===== src/sv/lrwc_pkg.sv =====
`timescale 1ns / 1ps
`default_nettype none
package lrwc_pkg;
  localparam int KEY_SLOTS_DEF  = 64;
  localparam int COUNT_BITS_DEF = 16;
  localparam int WH_W = 64;
  localparam int WL_W = 56;
  localparam int OCC_W = 16;
  localparam int SLOT_W = 9;
  localparam int LETTERS = 26;
  localparam logic [7:0] CH_LA = 8'h61;
  localparam logic [7:0] CH_LZ = 8'h7a;
  localparam logic [7:0] CH_UA = 8'h41;
  localparam logic [7:0] CH_UZ = 8'h5a;
  localparam logic [1:0] REG_FIRST = 2'd0;
  localparam logic [1:0] REG_LAST  = 2'd1;
  localparam logic [1:0] REG_BASE  = 2'd2;
  localparam logic [1:0] REG_COUNT = 2'd3;

  // Classified request handed from front to back
  typedef struct packed {
    logic [WH_W-1:0] hi;
    logic [WL_W-1:0] lo;
    logic            keep;
    logic            eos;
  } req_t;
endpackage
`default_nettype wire


===== src/sv/lrwc_front.sv =====
`timescale 1ns / 1ps
`default_nettype none
module lrwc_front import lrwc_pkg::*; (
  input  wire logic            clk_i,
  input  wire logic            rst_ni,
  input  wire logic            start_i,
  output logic                 busy_o,
  input  wire logic [WH_W-1:0] word_high_i,
  input  wire logic [WL_W-1:0] word_low_i,
  input  wire logic            end_of_set_i,
  input  wire logic [4:0]      first_q_i,
  input  wire logic [4:0]      last_q_i,
  output logic                 req_valid_o,
  input  wire logic            req_pop_i,
  output req_t                 req_o
);
  // two-entry request queue
  req_t       fifo_q [2];
  logic       wp_q, rp_q;
  logic [1:0] cnt_q;
  req_t       cls;
  logic [7:0] ch;
  logic [4:0] idx;
  logic       letter, ended;

  // zero-pad normalization and letter check
  always_comb begin
    cls.hi = word_high_i;
    cls.lo = word_low_i;
    ended = 1'b0;
    for (int i = 0; i < 8; i++) begin
      if (cls.hi[63-8*i -: 8] == 8'h00) ended = 1'b1;
      if (ended) cls.hi[63-8*i -: 8] = 8'h00;
    end
    for (int i = 0; i < 7; i++) begin
      if (cls.lo[55-8*i -: 8] == 8'h00) ended = 1'b1;
      if (ended) cls.lo[55-8*i -: 8] = 8'h00;
    end
    ch = cls.hi[63:56];
    letter = 1'b1;
    idx = '0;
    priority if (ch >= CH_LA && ch <= CH_LZ) idx = 5'(ch - CH_LA);
    else if (ch >= CH_UA && ch <= CH_UZ) idx = 5'(ch - CH_UA);
    else letter = 1'b0;
    cls.keep = letter && idx < 5'(LETTERS) && idx >= first_q_i && idx <= last_q_i;
    cls.eos = end_of_set_i;
  end

  assign busy_o      = cnt_q[1];
  assign req_valid_o = cnt_q != 2'd0;
  assign req_o       = fifo_q[rp_q];

  always_ff @(posedge clk_i) begin
    if (start_i && !busy_o) fifo_q[wp_q] <= cls;
  end

  always_ff @(posedge clk_i or negedge rst_ni) begin
    if (!rst_ni) begin
      wp_q <= 1'b0; rp_q <= 1'b0; cnt_q <= 2'd0;
    end else begin
      if (start_i && !busy_o) wp_q <= ~wp_q;
      if (req_pop_i) rp_q <= ~rp_q;
      cnt_q <= cnt_q + 2'(start_i && !busy_o) - 2'(req_pop_i);
    end
  end
endmodule
`default_nettype wire


===== config.mk =====
export PLATFORM = sky130hd
export DESIGN_NAME = lrwc_front
export DESIGN_NICKNAME = d
export VERILOG_FILES = /design/src/sv/lrwc_pkg.sv /design/src/sv/lrwc_front.sv
export SDC_FILE = /design/constraint.sdc
export NUM_CORES = 1
export LEC_CHECK = 0
export BUFFER_PORTS_ARGS = -buffer_cell sky130_fd_sc_hd__buf_2
export CORE_MARGIN = 1
export CORE_UTILIZATION = 47
export CTS_CLUSTER_DIAMETER = 120
export DETAILED_ROUTE_END_ITERATION = 8
export PLACE_DENSITY_LB_ADDON = 0.05
export SYNTH_ARGS = -nofsm -noshare
export SYNTH_HDL_FRONTEND = slang
export SYNTH_SLANG_ARGS = --single-unit

===== constraint.sdc =====
create_clock -name clk_i -period 8.49 [get_ports clk_i]
set_clock_uncertainty 0.1 [all_clocks]
set_input_delay 1.698 -clock clk_i [delete_from_list [all_inputs] [get_ports clk_i]]
set_output_delay 1.698 -clock clk_i [all_outputs]
set_load 0.03 [all_outputs]

==> qor.csv, run 1 <==
stage,metric,value,unit
drt,drt-total-wl,21500,um
floorplanning,die_y,151,um
drt,first_iter_violations,312,
yosys,netlist-cell-type-count,42,
timing,slew_headroom,0.229,
timing,final.min_clock_period,4.77,ns
timing,max_freq,0.210,GHz
critical_path,startpoint_type,flip-flop,
timing,hold_viol,0,
hold_path,hold_depth,1,
power_and_ir_drop,p_switching,1450,uW
timing,period_share,0.562,
yosys,netlist_area,10500,um2
yosys,synth_enable_flop_cells,244,
critical_path,crit_path_max_fanout,71,
timing,finalSetupViolCount,0,
yosys,syn_nets,786,
timing,maxSlewViolCount,0,
critical_path,reg2reg_depth,2,
placed_design,place_congestion,0.871,
yosys,async_flop_share,0.0161,
clock_tree,root_buffer,clkbuf_16,
drt,drc,0,
power_and_ir_drop,clkPwrFrac,0.253,
critical_path,worstReg2RegStart,rp_q,
clock_tree,post_cts.repair.setup_buffers,0,
yosys,synthesis.instances,636,
floorplanning,die_width,151,um
yosys,synth_seq_cells,248,
clock_tree,postCtsHoldBufs,0,
timing,rsz0062_at_grt,false,
clock_tree,clk_pin_slew_worst_paths,0.06,ns
flow_run,drv_cap,0,
timing,fin_tns_setup,0,ns
power_and_ir_drop,pwr-share-comb,0.339,
placed_design,port_buffers,258,
grt,overflow,0,
power_and_ir_drop,leakagePower,0.00489,uW
hold_path,min_from,cnt_q[1],
clock_tree,cts_inserted_buffers,26,
status,status,"finished, final reports clean",
cells_and_area,area_delta_synth_final,23.0,%
power_and_ir_drop,p_per_area,325,nW/um2
critical_path,crit_path_top_delay_cell,dfrtp_4,
placed_design,post-place-cells,1151,
drt,dr.pass1.iters,4,
clock_tree,clk_latency,0.51,ns
clock_tree,cts_buffer_depth,3,
yosys,synth_area_per_cell,16.5,um2
yosys,yosysWarnings,0,
cells_and_area,drive_above_1_share,0.469,
critical_path,worstSetupEndpointType,output port,
critical_path,crit_arrival,2.97,ns
power_and_ir_drop,internal_power,2740,uW
placed_design,dp_hpwl,14500,um
floorplanning,rows,54,
critical_path,worst_r2r_endpoint,rp_q,
cells_and_area,final_cell_count_no_fill,1198,
grt,antenna_found_initial,3,
hold_path,min_to,cnt_q[1],
critical_path,reg2reg_slack,6.24,ns
drt,via_count,6142,
grt,grt_max_degree,72,
clock_tree,cts_sinks,248,
yosys,synth_flop_cell,edfxtp_1,
floorplanning,coreArea,21800,um2
floorplanning,die_area,22900,um2
critical_path,critPathMaxStageDelay,0.89,ns
power_and_ir_drop,switching_share,0.346,
floorplanning,initial_core_util,0.481,
floorplanning,io_pins,259,
drt,viasPerCell,5.13,
power_and_ir_drop,ir_worst_vdd,0.180,mV
power_and_ir_drop,seqPwrFrac,0.408,
drt,antenna_left,0,
critical_path,worstSetupPathType,reg -> out,
yosys,ys_seq_area_frac,0.708,
clock_tree,cts_tree,done,
critical_path,cp_data_required_time,6.69,ns
grt,grt_pass1_wl,32300,um
grt,grtUsageTotal,0.184,
drt,post_drt_wl_per_cell,18.0,um
hold_path,hp-class,reg -> reg,
grt,grt_pass1_vias,6368,
timing,worst_slew_pin_slew,1.15,ns
clock_tree,ctsHtreeMaxLevel,1,
critical_path,crit_chain,"buf_4, mux2_2, buf_2",
clock_tree,cts_resized,0,
cells_and_area,nets,1049,
[routing by layer]
layer  up-vias  global-route usage  wire length [um]  share of wire
met1      2965               0.230              8560           0.40
met3        25              0.0485              1820          0.085
met2       203               0.317             10800           0.50
li1       2945                   -                 -              -
met4         4              0.0470               320          0.015
met5         -                   0                27         0.0013
[Yosys cell counts, types with 2 or more instances]
cell type / instances / area (um2)
edfxtp_1: 244 / 7330
mux2_2: 122 / 1370
and2_1: 89 / 557
clkbuf_1: 27 / 101
nor4_1: 26 / 163
and3_1: 16 / 100
ha_1: 15 / 188
nand2_1: 15 / 56.3
inv_1: 14 / 52.6
and4_1: 8 / 70.1
a21oi_1: 7 / 35.0
nor2_1: 7 / 26.3
dfrtp_1: 4 / 100
o21ai_0: 4 / 20.0
xnor2_1: 4 / 35.0
nand4_1: 3 / 18.8
buf_2: 2 / 10.0
mux2i_1: 2 / 20.0
nand2b_1: 2 / 12.5
nor2b_1: 2 / 12.5
or4_1: 2 / 15.0
[registers in the layout, summed over array words and instances, names as in the netlist]
register,cells
cnt_q,2
fifo_q,244
rp_q,1
wp_q,1
[power by group through the flow]
stage                     logic [uW]  clock network (uW)  registers [uW]
after floorplan                 1070                   0            1720
after global placement          1430                   0            1730
after detailed placement        1440                   0            1740
after CTS                       1440                1090            1720
after global routing            1510                1130            1740
final                           1420                1060            1710
[layout make-up]
type | instances | area [um2]
fillers | 1751 | 8930
multi-input cells | 344 | 2920
clock buffers | 32 | 694
inverters | 14 | 52.6
repair buffers | 265 | 1340
well taps | 280 | 350
flip-flops and latches | 248 | 7430
clock inverters | 14 | 108
diodes | 1 | 2.50
[worst max path at each step]
stage,start,endpoint,slack [ns],cells after the start
finish,rp_q,req_o[114],3.72,3
global route,rp_q,req_o[92],3.55,3
CTS,rp_q,req_o[87],3.65,3
detailed placement,word_high_i[56],fifo_q[0][1],3.60,13
global placement,word_high_i[56],fifo_q[0][1],3.87,13
floorplan,start_i,fifo_q[0][0],0.90,2
[cell families (layout without fill, tap and decap cells)]
| group | Yosys count | in the layout | share of synthesized area |
|---|---|---|---|
| flops | 248 | 248 | 0.708 |
| simple gates | 182 | 182 | 0.110 |
| mux | 124 | 124 | 0.133 |
| buf+inv | 44 | 325 | 0.0161 |
| compound gates | 18 | 18 | 0.0104 |
| fa+ha+maj | 15 | 15 | 0.0179 |
| xor+xnor | 5 | 5 | 0.00418 |
| other cells | 0 | 1 | 0 |
[critical path: cells and delay by family, from the launching register on]
family | cells | cell delay [ns]
multiplexers | 1 | 0.43
flip-flops | 1 | 0.89
buffers and inverters | 2 | 1.06
[cells in the final DEF, fill, tap and decap left out, types with 3 or more instances in the layout]
master	instances
dfrtp_1	3
inv_1	14
and4_1	8
a21oi_1	7
and2_1	89
buf_2	258
mux2_2	122
clkbuf_1	5
nor4_1	26
o21ai_0	4
and3_1	16
buf_4	7
ha_1	15
nor2_1	5
nand4_1	3
edfxtp_1	244
nand2_1	15
clkbuf_16	27
clkinv_1	10
xnor2_1	4
[stage by stage]
stage               cell area, um2  power (uW)   util  hold slack (ns)  setup slack [ns]
CTS                          12900        4250  0.591            0.409              3.65
floorplan                    10500        2790      -            0.368             0.895
global route                 12900        4380  0.591            0.447              3.55
finish                       12900        4190  0.591            0.406              3.72
detailed placement           12100        3180  0.554            0.398              3.60
global placement             12100        3160  0.554            0.385              3.87
Note: power is estimated with default switching activity, not from simulation.
==> run 2: changes to the inputs <==
==> constraint.sdc (replaced) <==
create_clock -name clk_i -period 4.65 [get_ports clk_i]
set_clock_uncertainty 0.1 [all_clocks]
set_input_delay 0.93 -clock clk_i [delete_from_list [all_inputs] [get_ports clk_i]]
set_output_delay 0.93 -clock clk_i [all_outputs]
set_load 0.03 [all_outputs]
==> qor.csv, run 2 (synthesized netlist as in run 1, its figures left out) <==
stage,metric,value,unit,change
clock_tree,cts_buffer_depth,3,,unchanged
power_and_ir_drop,totalPowerFinal,7750,uW,+85%
cells_and_area,nets,1051,,+0.19%
clock_tree,cts_resized,0,,unchanged
cells_and_area,final_common_cell,buf_2,,
cells_and_area,regMostFlops,fifo_q,,
power_and_ir_drop,ir_worst_vdd,0.400,mV,+120%
clock_tree,cts_inserted_buffers,26,,unchanged
timing,period_share,0.762,,
grt,overflow,0,,unchanged
critical_path,crit_arrival,3.73,ns,+0.76 ns
placed_design,dpl_cell_area,12100,um2,+0.23%
timing,max_freq,0.282,GHz,
critical_path,cpLargestDelayFamily,simple AND/OR/NAND/NOR gates,,
critical_path,reg2reg_slack,2.57,ns,-3.67 ns
grt,grt_pass1_wl,31900,um,-0.98%
drt,drc,0,,unchanged
cells_and_area,final_cell_mix,"258 x buf_2, 244 x edfxtp_1, 122 x mux2_2",,
critical_path,worst-path-stages,13,,+10
cells_and_area,seq_area,7430,um2,unchanged
cells_and_area,antenna_cells,0,,-1
drt,post_drt_wl_per_cell,18.2,um,+1.4%
critical_path,worstSetupPathType,in -> reg,,
hold_path,hp-class,in -> async,,
drt,first_iter_violations,274,,-12%
cells_and_area,largest_reg_flops,244,,unchanged
clock_tree,cts_sinks,248,,unchanged
timing,slew_headroom,0.384,,+0.156
power_and_ir_drop,p_per_area,598,nW/um2,+84%
cells_and_area,largestRegisters,"fifo_q: 244 flops, cnt_q: 2 flops",,
drt,via_count,6171,,+0.47%
floorplanning,die_y,151,um,unchanged
cells_and_area,drive_above_1_share,0.475,,+0.00654
timing,rsz0062_at_grt,false,,
cells_and_area,multi_input_area,2920,um2,unchanged
critical_path,worstReg2RegStart,cnt_q[1],,
timing,maxSlewViolCount,0,,unchanged
critical_path,cp-endpoint,fifo_q[0][1],,
critical_path,worstSetupEndpointType,flip-flop,,
critical_path,worst_path_most_repeated_cell,ha_1,,
clock_tree,clk_pin_slew_worst_paths,0.06,ns,about the same
status,status,"finished, final reports clean",,
placed_design,port_buffers,258,,unchanged
critical_path,reg2reg_depth,3,,+1
critical_path,cp_data_required_time,4.84,ns,-1.85 ns
clock_tree,cts_tree,done,,
floorplanning,initial_core_util,0.481,,unchanged
drt,viasPerCell,5.16,,+0.56%
drt,wl_met2,10600,um,-1.5%
drt,maxUsedRoutingLayer,met5,,
clock_tree,root_buffer,clkbuf_16,,
critical_path,critPathMaxStageDelay,0.52,ns,-0.37 ns
timing,whs,0.117,ns,-0.289 ns
drt,dr.pass1.iters,4,,unchanged
timing,worst_slew_pin_slew,0.923,ns,-0.223 ns
grt,grt_max_degree,71,,-1.4%
critical_path,crit_buf_inv,2,,unchanged
clock_tree,postCtsHoldBufs,0,,unchanged
critical_path,crit_path_max_fanout,12,,-83%
cells_and_area,final_util,0.594,,+0.00252
clock_tree,clk_latency,0.51,ns,about the same
drt,wl_met1,8680,um,+1.4%
clock_tree,ctsHtreeMaxLevel,1,,unchanged
drt,drt-total-wl,21800,um,+1.4%
critical_path,startpoint_type,input pin,,
drt,antenna_left,0,,unchanged
timing,finalSetupViolCount,0,,unchanged
clock_tree,post_cts.repair.setup_buffers,0,,unchanged
critical_path,worst_r2r_endpoint,fifo_q[1][34],,
floorplanning,die_width,151,um,unchanged
timing,hold_viol,0,,unchanged
floorplanning,rows,54,,unchanged
cells_and_area,fillers,1739,,-0.69%
floorplanning,die_area,22900,um2,unchanged
placed_design,place_congestion,0.814,,-6.5%
critical_path,crit_chain,"buf_2, inv_1, ha_1, or4b_4, or2_4, and2_4, or2_1, ha_1, nor2b_1, o21ai_0, a21o_1, a21oi_1, nor4_1",,
timing,final.min_clock_period,3.54,ns,
grt,antenna_found_initial,2,,-1
placed_design,dp_hpwl,14700,um,+1.1%
cells_and_area,fin_area,13000,um2,+0.43%
power_and_ir_drop,leakagePower,0.00492,uW,+0.65%
floorplanning,io_pins,259,,unchanged
cells_and_area,area_delta_synth_final,23.5,%,
flow_run,drv_cap,0,,unchanged
grt,grtUsageTotal,0.183,,-0.00106
grt,grt_pass1_vias,6207,,-2.5%
timing,fin_tns_setup,0,ns,unchanged
drt,met3WireLength,2010,um,+10%
critical_path,cp-startpoint,word_high_i[56],,
critical_path,crit_path_top_delay_cell,or4b_4,,
floorplanning,coreArea,21800,um2,unchanged
## run 2: cell types whose count changed in the layout (fill, tap and decap cells not counted), sizes merged
cell,change
buf,+2
clkbuf,-4
bufinv,+1
diode,-1
clkinv,+1
## run 2: worst min path at each step
stage / end / cells after the start / start / slack (ns)
2_1_floorplan: cnt_q[0] / 1 / cnt_q[0] / 0.37
5_1_grt: cnt_q[1] / 1 / rst_ni / 0.11
4_1_cts: cnt_q[1] / 1 / rst_ni / 0.1
3_5_place_dp: cnt_q[1] / 1 / cnt_q[1] / 0.40
3_3_place_gp: cnt_q[0] / 1 / cnt_q[0] / 0.38
6_report: cnt_q[1] / 1 / rst_ni / 0.12
## run 2: worst reg2reg max path, stage by stage (launching register included)
cell,delay [ns]
dfrtp_1,0.40
nand2b_1,0.29
nor2_4,0.14
buf_4,0.69
## run 2: layout make-up
| cell class | instances | share of cell area |
|---|---|---|
| Clock buffer | 28 | 0.0525 |
| Clock inverter | 16 | 0.0118 |
| Inverter | 14 | 0.00406 |
| Multi-Input combinational cell | 344 | 0.225 |
| Sequential cell | 248 | 0.574 |
| Tap cell | 280 | 0.0270 |
| Timing Repair Buffer | 267 | 0.106 |
## run 2: stage by stage
step | cells | worst slack [ns]
global placement | 1153 | 0.758
floorplan | 636 | -0.134
detailed placement | 1153 | 0.603
CTS | 1197 | 1.14
global route | 1197 | 0.911
finish | 1197 | 1.11
## run 2: per-layer routing
| layer | global-route usage | vias up |
|---|---|---|
| met1 | 0.225 | 2988 |
| met5 | 0 | - |
| met3 | 0.0596 | 36 |
| met2 | 0.305 | 197 |
| li1 | - | 2948 |
| met4 | 0.0555 | 2 |
## run 2: where the power goes
part	internal [uW]	switching [uW]
logic	911	1780
registers	2950	88.8
clock network	1210	801
total	5070	2670
